File: src/rtl/core/urbd_pkg.sv
package urbd_pkg;

  // Sizes of the fields and of the internal state.
  localparam int TRIG_W   = 8;
  localparam int PERIOD_W = 16;
  localparam int BAND_CM_W = 4;
  localparam int ECHO_W   = 16;
  localparam int DIST_W   = 11;
  localparam int LED_W    = 8;
  localparam int MODE_W   = 2;
  localparam int DIR_W    = 2;

  // Number of distance bands shown on the bar.
  localparam int NUM_BANDS = 8;
  localparam int BAND_W    = $clog2(NUM_BANDS);
  localparam int LIMIT_W   = 12;

  // Saturation value of the echo timer.
  localparam logic [ECHO_W-1:0] ECHO_MAX = '1;

  // Division by 58 as a multiply by round(2^21 / 58) and a shift by 21.
  localparam int                DIV_SHIFT = 21;
  localparam logic [ECHO_W-1:0] DIV58_MUL = 16'd36158;
  localparam int                PROD_W    = 2 * ECHO_W;

  // Mode codes.
  localparam logic [MODE_W-1:0] MODE_OFF = 2'd0;
  localparam logic [MODE_W-1:0] MODE_FWD = 2'd1;
  localparam logic [MODE_W-1:0] MODE_REV = 2'd2;
  localparam logic [MODE_W-1:0] MODE_UNUSED = 2'd3;

  // Motor direction codes.
  localparam logic [DIR_W-1:0] DIR_STOP = 2'd0;
  localparam logic [DIR_W-1:0] DIR_FWD  = 2'd1;
  localparam logic [DIR_W-1:0] DIR_REV  = 2'd2;

  // Configuration register indexes.
  localparam int CFG_IDX_W = 2;
  localparam logic [CFG_IDX_W-1:0] REG_TRIGGER_TICKS = 2'd0;
  localparam logic [CFG_IDX_W-1:0] REG_PERIOD_TICKS  = 2'd1;
  localparam logic [CFG_IDX_W-1:0] REG_BAND_CM       = 2'd2;
  localparam int CFG_DATA_W = 16;

  // Reset values of the configuration registers.
  localparam logic [TRIG_W-1:0]    TRIGGER_TICKS_RST = 8'd10;
  localparam logic [PERIOD_W-1:0]  PERIOD_TICKS_RST  = 16'd55296;
  localparam logic [BAND_CM_W-1:0] BAND_CM_RST       = 4'd3;

  // One classified tick on its way from the front to the back.
  typedef struct packed {
    logic              trig;
    logic              done;
    logic [ECHO_W-1:0] echo_width;
    logic [MODE_W-1:0] mode;
  } tick_t;

endpackage

File: src/rtl/core/ultrasonic_ranger_bar_display_core.sv
// Ranger core: one tick in, one result out for each tick.
// A tick's result passes through the queue, the multiply stage and the output register.
// Throughput: one tick per cycle while the output side is ready; the two-entry queue
// and the output register let either side stall on its own.
// Reset (rst, synchronous, active high) clears all counters, mode and display state
// and loads the configuration defaults.
module ultrasonic_ranger_bar_display_core
  import urbd_pkg::*;
(
  input  logic                  clk,
  input  logic                  rst,
  input  logic                  s_axis_tvalid,
  output logic                  s_axis_tready,
  input  logic [7:0]            s_axis_tdata,   // [0] echo_level, [1] button_press
  output logic                  m_axis_tvalid,
  input  logic                  m_axis_tready,
  // [0] trigger_out, [11:1] distance_cm, [12] measure_done, [20:13] led_bar,
  // [22:21] motor_dir
  output logic [23:0]           m_axis_tdata,
  input  logic                  cfg_wr_en,
  input  logic [CFG_IDX_W-1:0]  cfg_addr,
  input  logic [CFG_DATA_W-1:0] cfg_wdata
);

  logic [TRIG_W-1:0]    trigger_ticks;
  logic [PERIOD_W-1:0]  period_ticks;
  logic [BAND_CM_W-1:0] band_cm;
  logic                 accept;
  logic                 q_not_full;
  logic                 q_not_empty;
  logic                 q_pop;
  tick_t                front_item;
  tick_t                q_head;
  logic                 trigger_out;
  logic [DIST_W-1:0]    distance_cm;
  logic                 measure_done;
  logic [LED_W-1:0]     led_bar;
  logic [DIR_W-1:0]     motor_dir;

  // Configuration registers.
  always_ff @(posedge clk) begin
    if (rst) begin
      trigger_ticks <= TRIGGER_TICKS_RST;
      period_ticks  <= PERIOD_TICKS_RST;
      band_cm       <= BAND_CM_RST;
    end else if (cfg_wr_en) begin
      case (cfg_addr)
        REG_TRIGGER_TICKS: trigger_ticks <= cfg_wdata[TRIG_W-1:0];
        REG_PERIOD_TICKS:  period_ticks  <= cfg_wdata[PERIOD_W-1:0];
        REG_BAND_CM:       band_cm       <= cfg_wdata[BAND_CM_W-1:0];
        default: begin
        end
      endcase
    end
  end

  // Input transfer whenever the queue has room.
  assign s_axis_tready = q_not_full;
  assign accept        = s_axis_tvalid && q_not_full;

  urbd_front u_front (
    .clk           (clk),
    .rst           (rst),
    .accept        (accept),
    .echo_level    (s_axis_tdata[0]),
    .button_press  (s_axis_tdata[1]),
    .trigger_ticks (trigger_ticks),
    .period_ticks  (period_ticks),
    .item          (front_item)
  );

  urbd_queue u_queue (
    .clk       (clk),
    .rst       (rst),
    .push      (accept),
    .push_item (front_item),
    .not_full  (q_not_full),
    .pop       (q_pop),
    .not_empty (q_not_empty),
    .head      (q_head)
  );

  urbd_back u_back (
    .clk          (clk),
    .rst          (rst),
    .head_valid   (q_not_empty),
    .head         (q_head),
    .pop          (q_pop),
    .band_cm      (band_cm),
    .out_valid    (m_axis_tvalid),
    .out_ready    (m_axis_tready),
    .trigger_out  (trigger_out),
    .distance_cm  (distance_cm),
    .measure_done (measure_done),
    .led_bar      (led_bar),
    .motor_dir    (motor_dir)
  );

  // Result packing, first field in the lowest bits.
  assign m_axis_tdata = {1'b0, motor_dir, led_bar, measure_done, distance_cm, trigger_out};

endmodule

File: src/rtl/core/urbd_front.sv
module urbd_front
  import urbd_pkg::*;
(
  input  logic                clk,
  input  logic                rst,
  input  logic                accept,
  input  logic                echo_level,
  input  logic                button_press,
  input  logic [TRIG_W-1:0]   trigger_ticks,
  input  logic [PERIOD_W-1:0] period_ticks,
  output tick_t               item
);

  logic [PERIOD_W-1:0] period_counter;
  logic [PERIOD_W-1:0] period_counter_next;
  logic                echo_active;
  logic                echo_active_next;
  logic [ECHO_W-1:0]   echo_width;
  logic [ECHO_W-1:0]   echo_width_next;
  logic [MODE_W-1:0]   mode_count;
  logic [MODE_W-1:0]   mode_count_next;
  logic                done;

  // Period counter and trigger level, taken before the counter advances.
  always_comb begin
    period_counter_next = period_counter + 1'b1;
    if (period_ticks != '0 && period_counter_next >= period_ticks) begin
      period_counter_next = '0;
    end
  end

  // Echo width timer, saturating, with the falling edge flagged.
  always_comb begin
    echo_active_next = echo_active;
    echo_width_next  = echo_width;
    done             = 1'b0;
    if (echo_level) begin
      if (!echo_active) begin
        echo_active_next = 1'b1;
        echo_width_next  = {{(ECHO_W-1){1'b0}}, 1'b1};
      end else if (echo_width != ECHO_MAX) begin
        echo_width_next = echo_width + 1'b1;
      end
    end else if (echo_active) begin
      echo_active_next = 1'b0;
      done             = 1'b1;
    end
  end

  // Mode sequence: off, forward, reverse, forward and so on.
  always_comb begin
    mode_count_next = mode_count;
    if (button_press) begin
      case (mode_count)
        MODE_OFF:    mode_count_next = MODE_FWD;
        MODE_FWD:    mode_count_next = MODE_REV;
        MODE_REV:    mode_count_next = MODE_FWD;
        MODE_UNUSED: mode_count_next = MODE_OFF;
        default:     mode_count_next = MODE_OFF;
      endcase
    end
  end

  // The item carries the width as it stood when the echo fell.
  always_comb begin
    item.trig       = ({{(PERIOD_W-TRIG_W){1'b0}}, trigger_ticks} > period_counter);
    item.done       = done;
    item.echo_width = echo_width;
    item.mode       = mode_count_next;
  end

  always_ff @(posedge clk) begin
    if (rst) begin
      period_counter <= '0;
      echo_active    <= 1'b0;
      echo_width     <= '0;
      mode_count     <= MODE_OFF;
    end else if (accept) begin
      period_counter <= period_counter_next;
      echo_active    <= echo_active_next;
      echo_width     <= echo_width_next;
      mode_count     <= mode_count_next;
    end
  end

endmodule

File: src/rtl/core/urbd_queue.sv
module urbd_queue
  import urbd_pkg::*;
(
  input  logic  clk,
  input  logic  rst,
  input  logic  push,
  input  tick_t push_item,
  output logic  not_full,
  input  logic  pop,
  output logic  not_empty,
  output tick_t head
);

  tick_t       entries [2];
  logic        wr_ptr;
  logic        rd_ptr;
  logic [1:0]  count;

  assign not_full  = (count != 2'd2);
  assign not_empty = (count != 2'd0);
  assign head      = entries[rd_ptr];

  // Two-entry queue; a push and a pop may share a cycle.
  always_ff @(posedge clk) begin
    if (rst) begin
      wr_ptr <= 1'b0;
      rd_ptr <= 1'b0;
      count  <= 2'd0;
    end else begin
      if (push) begin
        wr_ptr <= ~wr_ptr;
      end
      if (pop) begin
        rd_ptr <= ~rd_ptr;
      end
      if (push && !pop) begin
        count <= count + 2'd1;
      end else if (pop && !push) begin
        count <= count - 2'd1;
      end
    end
  end

  always_ff @(posedge clk) begin
    if (push) begin
      entries[wr_ptr] <= push_item;
    end
  end

endmodule

File: src/rtl/core/urbd_back.sv
module urbd_back
  import urbd_pkg::*;
(
  input  logic                 clk,
  input  logic                 rst,
  input  logic                 head_valid,
  input  tick_t                head,
  output logic                 pop,
  input  logic [BAND_CM_W-1:0] band_cm,
  output logic                 out_valid,
  input  logic                 out_ready,
  output logic                 trigger_out,
  output logic [DIST_W-1:0]    distance_cm,
  output logic                 measure_done,
  output logic [LED_W-1:0]     led_bar,
  output logic [DIR_W-1:0]     motor_dir
);

  logic                 s1_valid;
  tick_t                s1_item;
  logic [PROD_W-1:0]    s1_prod;
  logic                 s2_take;
  logic                 s1_take;
  logic [DIST_W-1:0]    distance_reg;
  logic [DIST_W-1:0]    distance_next;
  logic [LED_W-1:0]     led_reg;
  logic [LED_W-1:0]     led_next;
  logic [DIR_W-1:0]     dir_reg;
  logic [DIR_W-1:0]     dir_next;
  logic [BAND_CM_W-1:0] width;
  logic [BAND_W-1:0]    band;
  logic                 in_range;
  logic [3:0]           lit;
  logic                 trig_reg;
  logic                 done_reg;

  // Pipeline flow: the output register frees up, then stage one moves.
  assign s2_take = s1_valid && (!out_valid || out_ready);
  assign s1_take = !s1_valid || s2_take;
  assign pop     = head_valid && s1_take;

  // Stage one: multiply by the reciprocal of 58.
  always_ff @(posedge clk) begin
    if (rst) begin
      s1_valid <= 1'b0;
    end else if (s1_take) begin
      s1_valid <= head_valid;
    end
  end

  always_ff @(posedge clk) begin
    if (pop) begin
      s1_item <= head;
      s1_prod <= head.echo_width * DIV58_MUL;
    end
  end

  // New distance on a completed measurement.
  assign distance_next = s1_item.done ? s1_prod[DIV_SHIFT +: DIST_W] : distance_reg;

  // Band index by comparing against each band boundary.
  always_comb begin
    width = (band_cm == '0) ? {{(BAND_CM_W-1){1'b0}}, 1'b1} : band_cm;
    in_range = ({1'b0, distance_next}
                < LIMIT_W'(NUM_BANDS) * {{(LIMIT_W-BAND_CM_W){1'b0}}, width});
    band = '0;
    for (int k = 1; k < NUM_BANDS; k++) begin
      if ({1'b0, distance_next} >= LIMIT_W'(k) * {{(LIMIT_W-BAND_CM_W){1'b0}}, width}) begin
        band = band + 1'b1;
      end
    end
  end

  // Bar pattern and motor direction for the band.
  always_comb begin
    lit = (5'(band) + 5'd1 > 5'd8) ? 4'd8 : 4'(5'(band) + 5'd1);
    led_next = led_reg;
    dir_next = dir_reg;
    if (in_range) begin
      case (s1_item.mode)
        MODE_FWD: begin
          led_next = LED_W'(16'h00FF >> (4'd8 - lit));
          dir_next = DIR_FWD;
        end
        MODE_REV: begin
          led_next = LED_W'(16'hFF00 >> lit);
          dir_next = DIR_REV;
        end
        default: begin
          led_next = led_reg;
          dir_next = dir_reg;
        end
      endcase
    end
  end

  // Output register; it also holds the display state.
  always_ff @(posedge clk) begin
    if (rst) begin
      out_valid    <= 1'b0;
      distance_reg <= '0;
      led_reg      <= '0;
      dir_reg      <= DIR_STOP;
    end else begin
      if (s2_take) begin
        out_valid    <= 1'b1;
        distance_reg <= distance_next;
        led_reg      <= led_next;
        dir_reg      <= dir_next;
      end else if (out_ready) begin
        out_valid <= 1'b0;
      end
    end
  end

  always_ff @(posedge clk) begin
    if (s2_take) begin
      trig_reg <= s1_item.trig;
      done_reg <= s1_item.done;
    end
  end

  assign trigger_out  = trig_reg;
  assign measure_done = done_reg;
  assign distance_cm  = distance_reg;
  assign led_bar      = led_reg;
  assign motor_dir    = dir_reg;

endmodule

File: config.mk
export PLATFORM = sky130hd
export DESIGN_NAME = ultrasonic_ranger_bar_display_core
export DESIGN_NICKNAME = d
export VERILOG_FILES = /design/src/rtl/core/urbd_pkg.sv /design/src/rtl/core/ultrasonic_ranger_bar_display_core.sv /design/src/rtl/core/urbd_front.sv /design/src/rtl/core/urbd_queue.sv /design/src/rtl/core/urbd_back.sv
export SDC_FILE = /design/constraint.sdc
export NUM_CORES = 1
export LEC_CHECK = 0
export BUFFER_PORTS_ARGS = -buffer_cell sky130_fd_sc_hd__buf_2
export CAP_MARGIN = 20
export CELL_PAD_IN_SITES_DETAIL_PLACEMENT = 1
export CELL_PAD_IN_SITES_GLOBAL_PLACEMENT = 1
export CORE_ASPECT_RATIO = 1.75
export CORE_MARGIN = 2
export CORE_UTILIZATION = 40
export DETAILED_ROUTE_END_ITERATION = 10
export GPL_TIMING_DRIVEN = 0
export HOLD_SLACK_MARGIN = 0.03
export PLACE_DENSITY = 0.76
export SLEW_MARGIN = 5
export SYNTH_ARGS = -nofsm -noshare
export SYNTH_HDL_FRONTEND = slang
export SYNTH_SLANG_ARGS = --single-unit
File: constraint.sdc
create_clock -name clk -period 21.8 [get_ports clk]
set_input_delay 2.18 -clock clk [delete_from_list [all_inputs] [get_ports clk]]
set_output_delay 2.18 -clock clk [all_outputs]
set_load 0.05 [all_outputs]
==> flow_summary.json <==
{
  "fp.dieH_um": 240,
  "core_mm2": 0.0314,
  "worstSkewPairLatency_ps": 440,
  "clockBufferDepth": 2,
  "required_ps": 21990,
  "antenna_found_initial": 2,
  "firstDrtPassIters": 5,
  "drtAntennaViolNets": 0,
  "cts_max_level": 4,
  "finalHoldViolCount": 0,
  "grt_pass1_vias": 10900,
  "port_buffers": 49,
  "drc": 0,
  "initial_core_util": 0.405,
  "cts_root_buf": "clkbuf_16",
  "grt_use_total": 0.211,
  "period_needed_ps": 8170,
  "cts_setup_buffers": 0,
  "yosys_warnings": 0,
  "syn_inst": 1316,
  "setup_ws_ps": 13630,
  "syn_to_final_growth_pct": 10.8,
  "syn-cell-area_mm2": 0.0127,
  "grt_max_degree": 21,
  "path_class": "flop to flop",
  "synth_nets": 1635,
  "grt_pass1_wl_um": 55600,
  "cts.clk_slew.worst_paths_ps": 60,
  "finalCritPeriodShare": 0.375,
  "max_slew_margin": 0.288,
  "wirelength_um": 34100,
  "grt_setup_unrepaired": "no",
  "dieWidth_um": 139,
  "fmax_mhz": 122,
  "drv_slew": 0,
  "cts.repair.resized": 0,
  "seqCellArea_mm2": 0.00353,
  "status": "finished, final reports clean",
  "synth-async-reset-ratio": 0,
  "cp-end-kind": "flop",
  "finalNetCount": 1704,
  "cts_tree": "yes",
  "synth-seq-area-share": 0.277,
  "synth.distinct_cells": 73,
  "crit_top_cell": "fa_1",
  "synthFlopType": "dfxtp_1",
  "start_kind": "flop",
  "path_max_fanout": 10,
  "synth.avg_cell_area_um2": 9.68,
  "dp_hpwl_um": 27900,
  "dp_worst_setup_slack_ps": 13620,
  "path_cells": "clkbuf_1 -> mux2i_1 -> inv_1 -> fa_1 -> inv_1 -> fa_1 -> fa_1 -> inv_1 -> fa_1 -> fa_1 -> fa_1 -> ha_1 -> a21o_1 -> a21oi_1 -> nor2b_1 -> o41ai_1 -> o21ai_0 -> a221oi_1 -> o2111ai_1 -> a21oi_1 -> xnor2_1",
  "synth_enable_flop_cells": 57,
  "tightest_slew_ps": 1050,
  "clock_sinks": 148,
  "gp_congestion": 0.875,
  "vias": 9682,
  "grt_overflow": 0,
  "ys_seq_elements": 148,
  "num_rows": 86,
  "hold_class": "flop to flop",
  "drive_above_1_share": 0.0873,
  "maxCapViolCount": 0,
  "cts_hold_buf": 0,
  "drtIter0Drc": 327,
  "crit_slowest_cell": "o41ai_1",
  "ios": 57,
  "fillers": 3627,
  "vias_per_cell": 5.39,
  "cpPeakStageDelay_ps": 900,
  "multi_input_comb_area_mm2": 0.00821,
  "wl_per_cell_um": 19.0,
  "arrival_ps": 8360,
  "die_area_mm2": 0.0333,
  "fin_tns_setup_ps": 0,
  "numCtsBuffers": 17,
  "finalClockSkew_ps": 8.61,
  "setup_viol": 0
}
-- worst max-delay path: cells and delay by family, from the launching register on --
| kind | cells | cell delay (ps) |
|---|---|---|
| adders and majority gates | 7 | 3350 |
| AOI/OAI and AO/OA | 7 | 2540 |
| buffers and inverters | 4 | 1010 |
| muxes | 1 | 510 |
| DFF | 1 | 340 |
| xor gates and xnor gates | 1 | 90 |
| and+or+nand+nor | 1 | 60 |
-- through the flow --
stage          hold WS [ps]  cell area [um2]  std cells  utilization
2_1_floorplan           400            12700       1316            -
3_3_place_gp            446            13500       1761        0.429
3_5_place_dp            457            13500       1762        0.429
4_1_cts                 466            14100       1794        0.449
5_1_grt                 509            14100       1794        0.449
6_report                458            14100       1796        0.449
-- final timing paths --
check	slack, ps	end	cells past startpoint	startpoint
max	13630	u_back.s1_prod[31]	21	flop
min	460	u_back.led_bar[4]	2	u_back.led_bar[4]
max reg2reg	13630	u_back.s1_prod[31]	21	flop
min reg2reg	460	u_back.led_bar[4]	2	u_back.led_bar[4]
-- sequential cells by signal, indices dropped and copies added (netlist names), 4 cells and up, named ones only --
name,flops
u_queue.entries,40
period_ticks,16
u_front.echo_width,16
u_front.period_counter,16
u_back.distance_cm,11
u_back.s1_prod,11
trigger_ticks,8
u_back.led_bar,8
band_cm,4
u_back.s1_item,4
-- layout by cell type (no fill, tap or decap), types with 13 or more instances in the layout --
cell,instances
a21oi_1,65
inv_1,209
xor2_1,24
nand2_1,94
nor3_1,19
nand3_1,33
xnor2_1,29
mux2i_1,22
o21ai_0,23
clkbuf_1,33
clkbuf_16,17
ha_1,201
edfxtp_1,57
nor2b_1,15
dfxtp_1,91
nor2_1,81
fa_1,87
nand4_1,14
a21o_1,16
buf_2,52
a211oi_1,16
and3_1,13
nand2b_1,16
-- per-layer routing --
layer	wire, um	global-route usage	up-vias
met5	0	0	-
met4	1510	0.104	0
met3	684	0.0253	70
met2	19700	0.435	136
met1	12200	0.203	4847
li1	-	-	4629
-- kinds of logic (layout without fill, tap and decap cells) --
logic type	Yosys count	after routing	synth area share
xor+xnor	54	54	0.0382
simple gates	333	333	0.127
mux	35	35	0.0306
buf+inv	252	334	0.0776
compound gates	203	203	0.113
other cells	1	3	0.000294
flops	148	148	0.277
fa+ha+maj	290	290	0.336
-- layout make-up --
type	instances	share of cell area
diodes	2	0.000355
plain buffers	43	0.0145
clock buffers	19	0.0307
clock inverters	13	0.0123
inverters	209	0.0556
multi-input cells	916	0.582
flip-flops and latches	148	0.251
well taps	396	0.0351
repair buffers	50	0.0185
-- cells in the mapped netlist (8+ instances only) --
library cell,instances,share of area
a31oi_1,8,0.0039
a211oi_1,16,0.0094
nand3_1,33,0.013
mux2_2,11,0.0097
nor2b_1,15,0.0074
inv_1,209,0.062
nor2_1,82,0.024
nand2b_1,16,0.0079
xor2_1,24,0.017
nand2_1,94,0.028
a311oi_1,10,0.0069
a21oi_1,65,0.026
edfxtp_1,57,0.13
o21ai_0,23,0.0090
fa_1,87,0.14
a211o_1,9,0.0062
a21o_1,16,0.0094
clkbuf_1,31,0.0091
nand4_1,14,0.0069
mux2i_1,22,0.017
dfxtp_1,91,0.14
nor4_1,9,0.0044
and3_1,13,0.0064
ha_1,201,0.20
nor3_1,19,0.0075
and2_1,8,0.0039
a22oi_1,11,0.0065
xnor2_1,29,0.020
nand3b_1,8,0.0047
Power is not shown: default switching activity piles up to over one toggle a cycle in this logic, so the estimate is an artifact.
